<file path="src/design/rha_pkg.sv">
// Shared types and constants for the reference-counted handle allocator.
// No dependencies; every other design file imports this package.
`timescale 1ns / 1ps

package rha_pkg;

  // Default pool geometry; the top level takes these as parameter defaults.
  localparam int unsigned SLOTS_DEF      = 256;
  localparam int unsigned COUNT_BITS_DEF = 16;

  // Fixed transaction field widths.
  localparam int unsigned HANDLE_W    = 8;
  localparam int unsigned COUNT_OUT_W = 16;

  typedef enum logic [2:0] {
    ACT_ALLOC   = 3'd0,
    ACT_RETAIN  = 3'd1,
    ACT_RELEASE = 3'd2,
    ACT_REMOVE  = 3'd3,
    ACT_QUERY   = 3'd4
  } rha_action_e;

  typedef enum logic [1:0] {
    STAT_OK     = 2'd0,
    STAT_FULL   = 2'd1,
    STAT_ABSENT = 2'd2
  } rha_status_e;

  typedef enum logic {
    ST_IDLE,
    ST_EXEC
  } rha_state_e;

  typedef struct packed {
    rha_action_e         action;
    logic [HANDLE_W-1:0] handle;
  } rha_in_t;

  typedef struct packed {
    rha_status_e            status;
    logic [HANDLE_W-1:0]    slot_out;
    logic                   slot_freed;
    logic [COUNT_OUT_W-1:0] count_out;
  } rha_out_t;

endpackage

</file>
<file path="src/design/rha_ram.sv">
// Generic single-write, single-read RAM with a registered read port.
// Depends on rha_pkg for its default parameter values.
`timescale 1ns / 1ps

module rha_ram
  import rha_pkg::*;
#(
  parameter int unsigned WIDTH = COUNT_BITS_DEF,
  parameter int unsigned DEPTH = SLOTS_DEF
) (
  input  logic                     clk_i,
  input  logic                     we_i,
  input  logic [$clog2(DEPTH)-1:0] waddr_i,
  input  logic [WIDTH-1:0]         wdata_i,
  input  logic                     re_i,
  input  logic [$clog2(DEPTH)-1:0] raddr_i,
  output logic [WIDTH-1:0]         rdata_o
);

  logic [WIDTH-1:0] mem_q [DEPTH];
  logic [WIDTH-1:0] rdata_q;

  always_ff @(posedge clk_i) begin
    if (we_i) begin
      mem_q[waddr_i] <= wdata_i;
    end
    if (re_i) begin
      rdata_q <= mem_q[raddr_i];
    end
  end

  assign rdata_o = rdata_q;

endmodule

</file>
<file path="config.mk">
export PLATFORM = sky130hd
export DESIGN_NAME = rha_ram
export DESIGN_NICKNAME = d
export VERILOG_FILES = /design/src/design/rha_pkg.sv /design/src/design/rha_ram.sv
export SDC_FILE = /design/constraint.sdc
export NUM_CORES = 2
export LEC_CHECK = 0
export BUFFER_PORTS_ARGS = -buffer_cell sky130_fd_sc_hd__buf_2
export CAP_MARGIN = 0
export CORE_MARGIN = 1
export CORE_UTILIZATION = 55
export DETAILED_ROUTE_END_ITERATION = 7
export PLACE_DENSITY = 0.76
export SLEW_MARGIN = 10
export SYNTH_ARGS = -nofsm -noshare
export SYNTH_HDL_FRONTEND = slang
export SYNTH_SLANG_ARGS = --single-unit
export TNS_END_PERCENT = 30
</file>
<file path="constraint.sdc">
create_clock -name clk_i -period 2.8 [get_ports clk_i]
set_input_delay 0.28 -clock clk_i [delete_from_list [all_inputs] [get_ports clk_i]]
set_output_delay 0.28 -clock clk_i [all_outputs]
set_load 0.05 [all_outputs]
</file>
== Word level (Yosys, flattened, before mapping) ==
Memories as Yosys holds them, arrays and structs flattened. A register that Yosys moved wholly into a read port is not among the register bits.
Index checks and enable logic that the tools add are counted.
Operators by class
  muxes and demuxes: 2
Operators with widths (count)
  $mux W1: 2
Word-level totals
  bits in registers: 0
  memory bits (writable): 4096
  input port bits: 35
  output and inout port bits: 16
  memories kept: 1
Memory list
  mem_q: words 256, width 16, rd ports 1, clocked after memory_dff 1, write ports 1, RTL line rha_ram.sv:20  | logic [WIDTH-1:0] mem_q [DEPTH];

== Depth between registers and ports, before layout ==
  depth after elaboration: 2
  gate-level depth with buffers: 12
  depth with buffers taken out: 6

== Worst setup path before layout ==
No wires, ideal clock.
  path type: input -> register
  from: input port raddr_i[0]
  to: register rdata_q[4] (netlist: rdata_o[4]), read port of mem_q, data pin
  library setup time: 265 ps
  data arrival time: 2264 ps
  required time: 2535 ps
  path slack: 271 ps
  stages on the path: 8
  path through: buf_6 -> buf_6 -> buf_2 -> mux4_2 -> mux4_2 -> a22o_1 -> o32ai_2 -> nor4_2
RTL lines
  start: declaration: RTL line rha_ram.sv:16  | input logic [$clog2(DEPTH)-1:0] raddr_i,
  end: declaration: RTL line rha_ram.sv:21  | logic [WIDTH-1:0] rdata_q;

==> flow_summary_export.csv <==
group,metric,value,unit
worst_setup_path,r2r_start,"mem_q[23][10]",
min_path,hold_end,"mem_q[250][4]",
global_route,grt_pass1_wl,604,mm
cts,path_clk_slew,0.06,ns
worst_setup_path,crit_fanout,1,
die,coreArea,0.286,mm²
cts,clock_path_buffers,4,
timing,min_period,2.83,ns
worst_setup_path,crit_top_cell,"mux4_2",
placed_design,gp_congestion,0.985,
logic_synthesis,synth_edf_count,4112,
route,drt-pass1-iter-count,6,
finish,layout_common_cells,"edfxtp_1 (4112), buf_4 (804), mux4_2 (797), mux2i_1 (565), clkbuf_16 (396)",
finish,final_common_cell,"edfxtp_1",
logic_synthesis,postSynthCellCount,7360,
logic_synthesis,async_flop_share,0,%
logic_synthesis,ys_ff_latch,4112,
worst_setup_path,critical_path_class,"reg -> reg",
logic_synthesis,ys_seq_area_share,77.7,%
power,peakVddDrop,0.595,mV
placed_design,dpl_worst_slack,-1.38,ns
power,leakage,59.3,nW
worst_setup_path,timing.rr.end,"rdata_o[10]",
route,ant_nets,0,
logic_synthesis,synth_area_leaders,"edfxtp_1 (78%), mux4_2 (11%), mux2i_1 (3.6%)",
worst_setup_path,ff2ff_setup_slack,-0.03,ns
min_path,hp-start,"waddr_i[4]",
worst_setup_path,cp.required,3.49,ns
route,drc,0,
cts,clock_latency,0.97,ns
global_route,grt_max_degree,115,
cts,cts_sinks,4112,
global_route,grt_overflow_total,0,
timing,min_period_over_period,101,%
route,routed_via_density,6.75,
logic_synthesis,synth_warnings,0,
power,power_density,699,mW/mm²
worst_setup_path,critPathLaunchType,"flop",
finish,fin_nets,8331,
worst_setup_path,critPathCaptureType,"flop",
logic_synthesis,synth_ff_type,"edfxtp_1",
timing,finalHoldViolations,0,
timing,setup_viol,3,
worst_setup_path,reg2reg_depth,6,
job,maxCapViolations,0,
die,std_cell_rows,196,
timing,rsz0062_at_grt,"yes",
route,vias,83646,
timing,slew-limit-headroom,33.6,%
die,ios,51,
worst_setup_path,path_cells,"mux4_2 > mux4_2 > a22o_2 > o32ai_4 > buf_4 > nor4_1",
logic_synthesis,synth_area,0.159,mm²
global_route,grt_pass1_vias,83393,
finish,synthToLayoutAreaGrowth,15.2,%
worst_setup_path,slowest_stage,"mux4_2",
timing,holdWs,0.121,ns
timing,worstMarginPinSlew,0.987,ns
cts,cts_max_level,5,
cts,post_cts_buffers,0,
placed_design,dp_hpwl,254,mm
global_route,antenna_found_initial,24,
finish,layoutNonFillerInstCount,12401,
route,wire_per_inst,34.3,µm
worst_setup_path,max_stage_delay,0.54,ns
logic_synthesis,avgSynthCellArea,21.6,µm²
cts,numCtsBuffers,395,
logic_synthesis,synth_top_cell_area_share,77.7,%
worst_setup_path,startpoint,"mem_q[23][10]",
outcome,violations,"negative setup slack",
timing,slew_viol_final,0,
finish,drive_gt1_share,28.4,%
die,fp.dieH,539,µm
outcome,status,"finished with violations",
timing,setup_tns,-0.0679,ns
route,wirelength,425,mm
logic_synthesis,synthDistinctLibCells,51,
cts,cts_tree,"done",
timing,finClkSkew,0.0460,ns
worst_setup_path,cp.arrival,3.52,ns
cts,cts_root_buf,"clkbuf_16",
timing,fmaxAchievable,0.353,GHz
global_route,grt_usage,29.0,%
die,dieArea,0.291,mm²
placed_design,io_buffer_count,50,
route,dr.first_iter.drc_count,12064,
placed_design,place_inst,11645,
finish,finish.utilization,64.0,%
logic_synthesis,yosysTopAreaCell,"edfxtp_1",
min_path,hold_path_depth,3,
die,die_x,539,µm
logic_synthesis,syn_nets,7395,
finish,num-fill-cells,17648,
die,start_util,55.5,%
min_path,hold_path_class,"in -> reg",
timing,setup_ws,-0.0333,ns
==> power by group <==
group          switching (mW)  internal [mW]
combinational            4.49           2.66
sequential             0.0925           67.9
clock                    23.2           29.6
==> synthesized netlist by cell type (all sizes together), types with 9 or more instances <==
| library cell | instances |
|---|---|
| a22o | 32 |
| nor4 | 18 |
| edfxtp | 4112 |
| o21ai | 38 |
| o22ai | 148 |
| clkbuf | 230 |
| a221oi | 28 |
| nor2b | 9 |
| nand4 | 26 |
| o32ai | 21 |
| and3 | 11 |
| nand2 | 38 |
| o221ai | 253 |
| mux4 | 797 |
| nor2 | 304 |
| a211oi | 18 |
| mux2i | 565 |
| buf | 222 |
| nor3 | 92 |
| a22oi | 43 |
| a21oi | 175 |
| mux2 | 88 |
| nand3 | 35 |
| o31ai | 16 |
==> sequential cells by signal (all words and copies together) (netlist names) <==
name and count:
mem_q 4096, rdata_o 16
==> cell families (layout without fill, tap and decap cells) <==
group,Yosys count,count (layout),share of synthesized area [%]
DFF,4112,4112,77.7
other,0,15,0
buffers and inverters,456,1720,1.69
AOI/OAI and AO/OA,786,786,3.53
and+or+nand+nor,556,556,1.57
muxes,1450,1450,15.5
==> worst max-delay path by stage <==
stage / endpoint / slack, ns / depth (start not counted)
4_1_cts: rdata_o[13] / -0.03 / 7
3_3_place_gp: rdata_o[10] / -1.40 / 13
2_1_floorplan: rdata_o[4] / 0.27 / 8
3_5_place_dp: rdata_o[10] / -1.38 / 13
5_1_grt: rdata_o[10] / 0.01 / 6
6_report: rdata_o[10] / -0.03 / 6
==> worst max-delay path, delay by kind of cell (launching register included) <==
kind                   cells  cell delay (ns)
multiplexers               2             1.05
buffers and inverters      1             0.21
flip-flops                 1             0.36
AO/OA/AOI/OAI              2             0.88
AND/OR/NAND/NOR            1             0.04
==> final cells by class <==
| type | instances | area, µm² | area share (%) |
|---|---|---|---|
| Multi-Input combinational cell | 2792 | 33000 | 18.0 |
| Timing Repair Buffer | 991 | 9050 | 4.94 |
| Clock inverter | 258 | 2650 | 1.44 |
| Sequential cell | 4112 | 123000 | 67.4 |
| Tap cell | 3762 | 4710 | 2.57 |
| Antenna cell | 15 | 37.5 | 0.0205 |
| Clock buffer | 467 | 10200 | 5.56 |
| Inverter | 4 | 27.5 | 0.0150 |
==> what timing repair did <==
| action | in CTS | in global routing |
|---|---|---|
| endpoints found under the setup margin | 6 | 6 |
| pin swaps | 0 | 3 |
| endpoints found under the hold margin | 1213 | 0 |
| hold buffers | 17 | 0 |
| gates resized for setup | 12 | 11 |
==> per-stage QoR <==
step           total power [mW]  instance area, µm²
6_report                    128              183000
3_3_place_gp               76.0              170000
2_1_floorplan              72.7              159000
5_1_grt                     131              183000
4_1_cts                     128              183000
3_5_place_dp               76.1              170000
==> per-layer routing <==
metal / vias to the layer above / global-route usage [%] / wire [µm]
li1: 33168 / - / -
met1: 43332 / 38.4 / 147000
met2: 6077 / 45.6 / 201000
met3: 1059 / 6.65 / 51100
met4: 10 / 15.0 / 24900
met5: - / 0 / 68
(Power assumes the default switching activity.)
